--- src/rtl/cds_pkg.sv ---
// Shared types, constants and calendar helper functions for the date pipeline.
`timescale 1ns / 1ps
package cds_pkg;

  localparam int DAY_W   = 5;
  localparam int MON_W   = 4;
  localparam int YEAR_W  = 14;
  localparam int WEEK_W  = 6;
  localparam int DAYS_W  = 22;
  localparam int DOY_W   = 9;
  localparam int LEAPS_W = 12;
  localparam int CENT_W  = 7;

  localparam logic [YEAR_W-1:0] YEAR_WRAP = 14'd10000;
  localparam logic [YEAR_W-1:0] YEAR_MAX  = 14'd9999;

  // Quotient by 100 as multiply and shift, exact for years below 43690.
  localparam int                Q100_PROD_W = 27;
  localparam int                Q100_SHIFT  = 19;
  localparam logic [12:0]       Q100_MUL    = 13'd5243;
  localparam logic [CENT_W-1:0] CENTURY     = 7'd100;

  // Quotient by 7 as multiply and shift, exact for values below 5461.
  localparam int          WEEK_PROD_W = 21;
  localparam int          WEEK_SHIFT  = 15;
  localparam logic [12:0] WEEK_MUL    = 13'd4682;
  localparam logic [DOY_W-1:0] WEEK_ROUND = 9'd6;

  localparam logic [8:0]        DAYS_PER_YEAR = 9'd365;
  localparam logic [LEAPS_W-1:0] LEAPS_PER_CENT = 12'd24;

  localparam logic [MON_W-1:0] MONTH_JAN = 4'd1;
  localparam logic [MON_W-1:0] MONTH_FEB = 4'd2;
  localparam logic [MON_W-1:0] MONTH_MAR = 4'd3;
  localparam logic [MON_W-1:0] MONTH_APR = 4'd4;
  localparam logic [MON_W-1:0] MONTH_MAY = 4'd5;
  localparam logic [MON_W-1:0] MONTH_JUN = 4'd6;
  localparam logic [MON_W-1:0] MONTH_JUL = 4'd7;
  localparam logic [MON_W-1:0] MONTH_AUG = 4'd8;
  localparam logic [MON_W-1:0] MONTH_SEP = 4'd9;
  localparam logic [MON_W-1:0] MONTH_OCT = 4'd10;
  localparam logic [MON_W-1:0] MONTH_NOV = 4'd11;
  localparam logic [MON_W-1:0] MONTH_DEC = 4'd12;

  localparam logic [DAY_W-1:0] DAY_FIRST = 5'd1;
  localparam logic [DAY_W-1:0] LEN_FEB   = 5'd28;
  localparam logic [DAY_W-1:0] LEN_SHORT = 5'd30;
  localparam logic [DAY_W-1:0] LEN_LONG  = 5'd31;

  typedef struct packed {
    logic [DAY_W-1:0]  day_in;
    logic [MON_W-1:0]  month_in;
    logic [YEAR_W-1:0] year_in;
    logic [DAY_W-1:0]  ref_day;
    logic [MON_W-1:0]  ref_month;
    logic [YEAR_W-1:0] ref_year;
  } cds_in_t;

  typedef struct packed {
    logic [DAY_W-1:0]  next_day;
    logic [MON_W-1:0]  next_month;
    logic [YEAR_W-1:0] next_year;
    logic [DAY_W-1:0]  prev_day;
    logic [MON_W-1:0]  prev_month;
    logic [YEAR_W-1:0] prev_year;
    logic              leap_flag;
    logic [WEEK_W-1:0] week_of_year;
    logic [DAYS_W-1:0] days_between;
    logic              date_invalid;
  } cds_out_t;

  typedef struct packed {
    logic [DAY_W-1:0]  day;
    logic [MON_W-1:0]  month;
    logic [YEAR_W-1:0] year;
  } cds_date_t;

  typedef struct packed {
    logic [DAY_W-1:0]  day;
    logic [MON_W-1:0]  month;
    logic [YEAR_W-1:0] year;
    logic              leap;
    logic [DOY_W-1:0]  doy;
    logic [DAYS_W-1:0] day_num;
    logic              bad;
  } cds_dinfo_t;

  function automatic logic [DAY_W-1:0] month_len(input logic [MON_W-1:0] m, input logic leap);
    logic [DAY_W-1:0] len;
    case (m)
      MONTH_FEB: len = LEN_FEB + DAY_W'(leap);
      MONTH_APR, MONTH_JUN, MONTH_SEP, MONTH_NOV: len = LEN_SHORT;
      default: len = LEN_LONG;
    endcase
    return len;
  endfunction

  function automatic logic [DOY_W-1:0] month_start(input logic [MON_W-1:0] m);
    logic [DOY_W-1:0] s;
    case (m)
      MONTH_JAN: s = 9'd0;
      MONTH_FEB: s = 9'd31;
      MONTH_MAR: s = 9'd59;
      MONTH_APR: s = 9'd90;
      MONTH_MAY: s = 9'd120;
      MONTH_JUN: s = 9'd151;
      MONTH_JUL: s = 9'd181;
      MONTH_AUG: s = 9'd212;
      MONTH_SEP: s = 9'd243;
      MONTH_OCT: s = 9'd273;
      MONTH_NOV: s = 9'd304;
      MONTH_DEC: s = 9'd334;
      default: s = 9'd0;
    endcase
    return s;
  endfunction

endpackage

--- src/rtl/cds_date_unit.sv ---
// Five-stage pipeline that settles one date and computes its leap flag, day of year and day number.
`timescale 1ns / 1ps
module cds_date_unit (
  input  logic               clk,
  input  cds_pkg::cds_date_t date,
  output cds_pkg::cds_dinfo_t info
);
  import cds_pkg::*;

  // Stage 1: year wrap and month clamp.
  logic [DAY_W-1:0]  d1;
  logic [MON_W-1:0]  m1;
  logic [YEAR_W-1:0] y1;
  logic              bad1;

  always_ff @(posedge clk) begin
    d1 <= date.day;
    y1 <= (date.year >= YEAR_WRAP) ? date.year - YEAR_WRAP : date.year;
    if (date.month == '0) begin
      m1   <= MONTH_JAN;
      bad1 <= 1'b1;
    end else if (date.month > MONTH_DEC) begin
      m1   <= MONTH_DEC;
      bad1 <= 1'b1;
    end else begin
      m1   <= date.month;
      bad1 <= 1'b0;
    end
  end

  // Stage 2: century quotient.
  logic [Q100_PROD_W-1:0] q_prod;
  logic [CENT_W-1:0]      q2;
  logic [DAY_W-1:0]       d2;
  logic [MON_W-1:0]       m2;
  logic [YEAR_W-1:0]      y2;
  logic                   bad2;

  assign q_prod = Q100_PROD_W'(y1) * Q100_PROD_W'(Q100_MUL);

  always_ff @(posedge clk) begin
    q2   <= q_prod[Q100_SHIFT +: CENT_W];
    d2   <= d1;
    m2   <= m1;
    y2   <= y1;
    bad2 <= bad1;
  end

  // Stage 3: leap rule, leap years before this year, day clamp.
  logic [YEAR_W-1:0]  r_full;
  logic [CENT_W-1:0]  r;
  logic               r_nz;
  logic               leap_c;
  logic [LEAPS_W-1:0] leaps_c;
  logic [DAY_W-1:0]   len_c;
  logic [CENT_W-1:0]  r_up;

  assign r_full  = y2 - YEAR_W'(q2) * YEAR_W'(CENTURY);
  assign r       = r_full[CENT_W-1:0];
  assign r_nz    = (r != '0);
  assign leap_c  = ((y2[1:0] == 2'd0) && r_nz) || (!r_nz && (q2[1:0] == 2'd0));
  assign r_up    = r + CENT_W'(3);
  assign leaps_c = LEAPS_W'(q2) * LEAPS_PER_CENT + LEAPS_W'(r_up >> 2) - LEAPS_W'(r_nz)
                 + LEAPS_W'(q2 >> 2) + LEAPS_W'((q2[1:0] != 2'd0) || r_nz);
  assign len_c   = month_len(m2, leap_c);

  logic [DAY_W-1:0]   d3;
  logic [MON_W-1:0]   m3;
  logic [YEAR_W-1:0]  y3;
  logic               leap3;
  logic [LEAPS_W-1:0] leaps3;
  logic               bad3;

  always_ff @(posedge clk) begin
    m3     <= m2;
    y3     <= y2;
    leap3  <= leap_c;
    leaps3 <= leaps_c;
    if (d2 == '0) begin
      d3   <= DAY_FIRST;
      bad3 <= 1'b1;
    end else if (d2 > len_c) begin
      d3   <= len_c;
      bad3 <= 1'b1;
    end else begin
      d3   <= d2;
      bad3 <= bad2;
    end
  end

  // Stage 4: day of year and days before the first of the year.
  logic [DAY_W-1:0]  d4;
  logic [MON_W-1:0]  m4;
  logic [YEAR_W-1:0] y4;
  logic              leap4;
  logic [DOY_W-1:0]  doy4;
  logic [DAYS_W-1:0] base4;
  logic              bad4;

  always_ff @(posedge clk) begin
    d4    <= d3;
    m4    <= m3;
    y4    <= y3;
    leap4 <= leap3;
    bad4  <= bad3;
    doy4  <= month_start(m3) + DOY_W'(d3) + DOY_W'((m3 > MONTH_FEB) && leap3);
    base4 <= DAYS_W'(y3) * DAYS_W'(DAYS_PER_YEAR) + DAYS_W'(leaps3);
  end

  // Stage 5: day number counted from the first day of year zero.
  always_ff @(posedge clk) begin
    info.day     <= d4;
    info.month   <= m4;
    info.year    <= y4;
    info.leap    <= leap4;
    info.doy     <= doy4;
    info.bad     <= bad4;
    info.day_num <= base4 + DAYS_W'(doy4) - DAYS_W'(1);
  end

endmodule

--- src/rtl/cds_result.sv ---
// Two-stage pipeline that forms neighbor dates, week of year and the day difference.
`timescale 1ns / 1ps
module cds_result (
  input  logic                clk,
  input  cds_pkg::cds_dinfo_t main_info,
  input  cds_pkg::cds_dinfo_t ref_info,
  output cds_pkg::cds_out_t   result
);
  import cds_pkg::*;

  logic [DAY_W-1:0]       len_cur;
  logic [DAY_W-1:0]       len_prev;
  logic [MON_W-1:0]       m_prev;
  logic [DOY_W-1:0]       doy_up;
  logic [WEEK_PROD_W-1:0] wk_prod;

  assign len_cur  = month_len(main_info.month, main_info.leap);
  assign m_prev   = main_info.month - MON_W'(1);
  assign len_prev = month_len(m_prev, main_info.leap);
  assign doy_up   = main_info.doy + WEEK_ROUND;
  assign wk_prod  = WEEK_PROD_W'(doy_up) * WEEK_PROD_W'(WEEK_MUL);

  logic [DAY_W-1:0]       nd, pd;
  logic [MON_W-1:0]       nm, pm;
  logic [YEAR_W-1:0]      ny, py;
  logic                   leap6;
  logic [WEEK_PROD_W-1:0] wk6;
  logic                   a_ge_b;
  logic [DAYS_W-1:0]      a_minus_b, b_minus_a;
  logic                   bad6;

  always_ff @(posedge clk) begin
    if (main_info.day < len_cur) begin
      nd <= main_info.day + DAY_W'(1);
      nm <= main_info.month;
      ny <= main_info.year;
    end else if (main_info.month < MONTH_DEC) begin
      nd <= DAY_FIRST;
      nm <= main_info.month + MON_W'(1);
      ny <= main_info.year;
    end else begin
      nd <= DAY_FIRST;
      nm <= MONTH_JAN;
      ny <= (main_info.year == YEAR_MAX) ? '0 : main_info.year + YEAR_W'(1);
    end

    if (main_info.day > DAY_FIRST) begin
      pd <= main_info.day - DAY_W'(1);
      pm <= main_info.month;
      py <= main_info.year;
    end else if (main_info.month > MONTH_JAN) begin
      pd <= len_prev;
      pm <= m_prev;
      py <= main_info.year;
    end else begin
      pd <= LEN_LONG;
      pm <= MONTH_DEC;
      py <= (main_info.year == '0) ? YEAR_MAX : main_info.year - YEAR_W'(1);
    end

    leap6     <= main_info.leap;
    wk6       <= wk_prod;
    a_ge_b    <= (main_info.day_num >= ref_info.day_num);
    a_minus_b <= main_info.day_num - ref_info.day_num;
    b_minus_a <= ref_info.day_num - main_info.day_num;
    bad6      <= main_info.bad | ref_info.bad;
  end

  always_ff @(posedge clk) begin
    result.next_day     <= nd;
    result.next_month   <= nm;
    result.next_year    <= ny;
    result.prev_day     <= pd;
    result.prev_month   <= pm;
    result.prev_year    <= py;
    result.leap_flag    <= leap6;
    result.week_of_year <= wk6[WEEK_SHIFT +: WEEK_W];
    result.days_between <= a_ge_b ? a_minus_b : b_minus_a;
    result.date_invalid <= bad6;
  end

endmodule

--- src/rtl/calendar_date_step.sv ---
// Top level of the Gregorian date arithmetic pipeline.
`timescale 1ns / 1ps
// A transfer is taken at every clock edge with start high and busy low, so one date
// pair can enter in every cycle. Its result appears on the result port with done high
// for exactly one cycle, once it has passed the seven register stages of the pipeline,
// of which the transfer edge itself loads the first (five settle each date into a day
// number, two form the neighbor dates, the week and the difference). The receiver
// cannot stall the result.
// Busy is high only during reset and in the cycle after it.
module calendar_date_step (
  input  logic             clk,
  input  logic             rst,
  input  logic             start,
  output logic             busy,
  input  cds_pkg::cds_in_t operands,
  output logic             done,
  output cds_pkg::cds_out_t result
);
  import cds_pkg::*;

  localparam int LATENCY = 7;

  cds_date_t  main_date, ref_date;
  cds_dinfo_t main_info, ref_info;
  logic [LATENCY-1:0] valid;

  assign main_date.day   = operands.day_in;
  assign main_date.month = operands.month_in;
  assign main_date.year  = operands.year_in;
  assign ref_date.day    = operands.ref_day;
  assign ref_date.month  = operands.ref_month;
  assign ref_date.year   = operands.ref_year;

  always_ff @(posedge clk) begin
    if (rst) begin
      busy  <= 1'b1;
      valid <= '0;
    end else begin
      busy  <= 1'b0;
      valid <= {valid[LATENCY-2:0], start & ~busy};
    end
  end

  assign done = valid[LATENCY-1];

  cds_date_unit u_main (
    .clk  (clk),
    .date (main_date),
    .info (main_info)
  );

  cds_date_unit u_ref (
    .clk  (clk),
    .date (ref_date),
    .info (ref_info)
  );

  cds_result u_result (
    .clk       (clk),
    .main_info (main_info),
    .ref_info  (ref_info),
    .result    (result)
  );

endmodule
--- config.mk ---
export PLATFORM = sky130hd
export DESIGN_NAME = calendar_date_step
export DESIGN_NICKNAME = d
export VERILOG_FILES = /design/src/rtl/cds_pkg.sv /design/src/rtl/cds_date_unit.sv /design/src/rtl/cds_result.sv /design/src/rtl/calendar_date_step.sv
export SDC_FILE = /design/constraint.sdc
export NUM_CORES = 2
export LEC_CHECK = 0
export ABC_AREA = 1
export BUFFER_PORTS_ARGS = -buffer_cell sky130_fd_sc_hd__buf_4
export CORE_AREA = 8 8 406 408
export CTS_CLUSTER_SIZE = 25
export DETAILED_ROUTE_END_ITERATION = 6
export DIE_AREA = 0 0 414 416
export PLACE_DENSITY = 0.45
export SETUP_SLACK_MARGIN = 0.05
export SLEW_MARGIN = 20
export SYNTH_ARGS = -nofsm -noshare
export SYNTH_HDL_FRONTEND = slang
export SYNTH_HIERARCHICAL = 1
export SYNTH_SLANG_ARGS = --single-unit
--- constraint.sdc ---
create_clock -name clk -period 3.9 [get_ports clk]
set_input_delay 0.585 -clock clk [delete_from_list [all_inputs] [get_ports clk]]
set_output_delay 0.585 -clock clk [all_outputs]
set_load 0.05 [all_outputs]
==> impl_metrics.env <==
export IMPL_start_util_pct=24.0
export IMPL_antenna_found_initial=9
export IMPL_gp_congestion=0.875
export IMPL_area_delta_synth_final_pct=30.4
export IMPL_cts_root_buf="clkbuf_16"
export IMPL_setup_violations=30
export IMPL_cp_end_kind="register"
export IMPL_vias=29500
export IMPL_fin_ws_ns=-0.161
export IMPL_synth_avg_cell_area_um2=8.38
export IMPL_clock_sinks=551
export IMPL_critPathRequiredTime_ns=4.43
export IMPL_htreeDepth=3
export IMPL_hp_class="input port to register"
export IMPL_hold_start="operands[18]"
export IMPL_syn_instance_count=4562
export IMPL_finalHoldViolCount=0
export IMPL_drc_errors=0
export IMPL_grt_max_degree=33
export IMPL_pre_cts_ws_ns=-0.316
export IMPL_clk_pin_slew_ns=0.06
export IMPL_die_x_um=414
export IMPL_worst_r2r_endpoint="u_ref/base4[11]"
export IMPL_netlist_area_mm2=0.0382
export IMPL_cp_cell_sequence="ha_4, inv_2, fa_1, inv_1, fa_1, fa_1, inv_1, fa_1, inv_2, ha_4, a21oi_4, nor2_1, nor2_2, nand3_2, buf_4, buf_6, xor2_1"
export IMPL_dpl_cell_count=7014
export IMPL_core_mm2=0.159
export IMPL_detail_route_antenna_nets=0
export IMPL_worst_slew_pin_slew_ns=0.990
export IMPL_clock_path_buffers=3
export IMPL_port_buffers=126
export IMPL_r2r_start="u_ref/y3[8]"
export IMPL_crit_fanout=4
export IMPL_post_route_util_pct=31.4
export IMPL_wl_per_cell_um=13.3
export IMPL_fin_cells=7226
export IMPL_cts_made_buffers=67
export IMPL_grt_usage_pct=11.0
export IMPL_drtIter0Drc=1094
export IMPL_rsz0062_at_grt="yes"
export IMPL_violations="negative setup slack"
export IMPL_slew_violations=0
export IMPL_fp_dieH_um=416
export IMPL_grt_ovfl_total=0
export IMPL_min_path_cells=1
export IMPL_grt_pass1_vias=30600
export IMPL_drive_gt1_share_pct=23.0
export IMPL_arrival_ns=4.59
export IMPL_start_kind="register"
export IMPL_ys_warn_count=6
export IMPL_period_needed_ns=4.06
export IMPL_rows=147
export IMPL_fillers=16800
export IMPL_cap_violations=0
export IMPL_rr_worst_depth=17
export IMPL_fin_crit_sh_pct=104
export IMPL_crit_buf_inv=6
export IMPL_cts_tree="yes"
export IMPL_clock_latency_ns=0.67
export IMPL_pin_count=127
export IMPL_wl_um=96100
export IMPL_r2r_slack_ns=-0.16
export IMPL_fp_dieArea_mm2=0.172
export IMPL_slowest_delay_ns=0.51
export IMPL_crit_slowest_cell="fa_1"
export IMPL_hold_path_end="u_ref/d1[0]"
export IMPL_dp_hpwl_um=79600
export IMPL_via_per_inst=4.09
export IMPL_grt_pass1_wl_um=157000
export IMPL_num_nets_final=5966
export IMPL_synth_net_count=5447
export IMPL_crit_family="adder cells"
export IMPL_fmax_ghz=0.246
export IMPL_clock_skew_ns=0.0273
export IMPL_critPathKind="register to register"
export IMPL_status="finished, violations left"
export IMPL_slew_headroom_pct=33.9
export IMPL_path_common_cell="fa_1"
export IMPL_first_pass_iters=5
==> area by class of cell <==
cell class	count	area, um^2	area share (%)
multi-input combinational	2996	25900	52.0
antenna	4	10.0	0.0201
sequential	551	11200	22.4
timing repair buffer	491	3980	7.99
clock buffer	82	1840	3.70
tap	2086	2610	5.24
clock inverter	42	614	1.23
inverter	974	3680	7.39
==> how the worst max path moves through the flow <==
stage,endpoint,depth (start not counted),start
2_1_floorplan,u_main/q2[5],17,u_main/y1[11]
3_3_place_gp,u_main/base4[15],17,u_main/y3[6]
3_5_place_dp,u_main/base4[15],17,u_main/y3[4]
4_1_cts,u_ref/q2[5],17,u_ref/y1[11]
5_1_grt,u_main/q2[2],17,u_main/y1[9]
6_report,u_ref/base4[11],17,u_ref/y3[8]
==> what timing repair did <==
item / CTS / global route
pin swaps: 211 / 198
resized for setup: 319 / 295
endpoints found under the hold margin: 18 / 0
hold buffers: 18 / 0
setup endpoints to repair: 48 / 61
buffers inserted: 31 / 35
==> stage by stage <==
stage	area [um^2]	setup TNS, ns	hold slack (ns)
after floorplan	38600	0	0.310
after global placement	44100	-7.66	0.312
after detailed placement	44100	-8.40	0.312
after CTS	48400	-2.24	0.00102
after global routing	49800	-7.47	0.0384
final	49800	-1.56	0.0679
==> flip-flops by register name (all words and copies together), names as in the netlist, 21 cells and up, named ones only <==
signal and count:
u_main/base4 22, u_main/info 56, u_ref/base4 22, u_ref/info 23, u_result/a_minus_b 22, u_result/b_minus_a 21, u_result/result 76
==> cell usage in the layout, fill, tap and decap left out, types with 14 or more instances in the layout <==
master,instances
o21ai_2,23
dlygate4sd3_1,18
ha_1,477
buf_4,423
mux2_2,21
dfxtp_1,505
nor3_1,24
fa_2,16
ha_2,14
xnor2_1,44
nor2_1,230
inv_2,82
dfxtp_4,33
nand3_1,192
nand3_2,27
o21ai_0,94
nor2_4,30
nand2_4,25
a21oi_1,146
buf_6,43
a21oi_4,15
fa_1,239
nand4_1,76
nor2_2,37
a21o_1,21
o21ai_1,27
a21oi_2,43
o21bai_1,20
nand2_2,58
nand2_1,741
ha_4,90
clkbuf_16,68
xor2_1,144
inv_1,880
==> per-layer routing <==
layer	routed length, um	vias up	GRT usage (%)
met1	46100	13700	14.5
met3	3060	111	1.53
met4	2220	4	3.36
met5	27	-	0
li1	-	15400	-
met2	44700	338	18.6
Power is left out: the tool's default activity adds up to more than one toggle a clock period on the data nets, which glitch-free logic cannot reach.
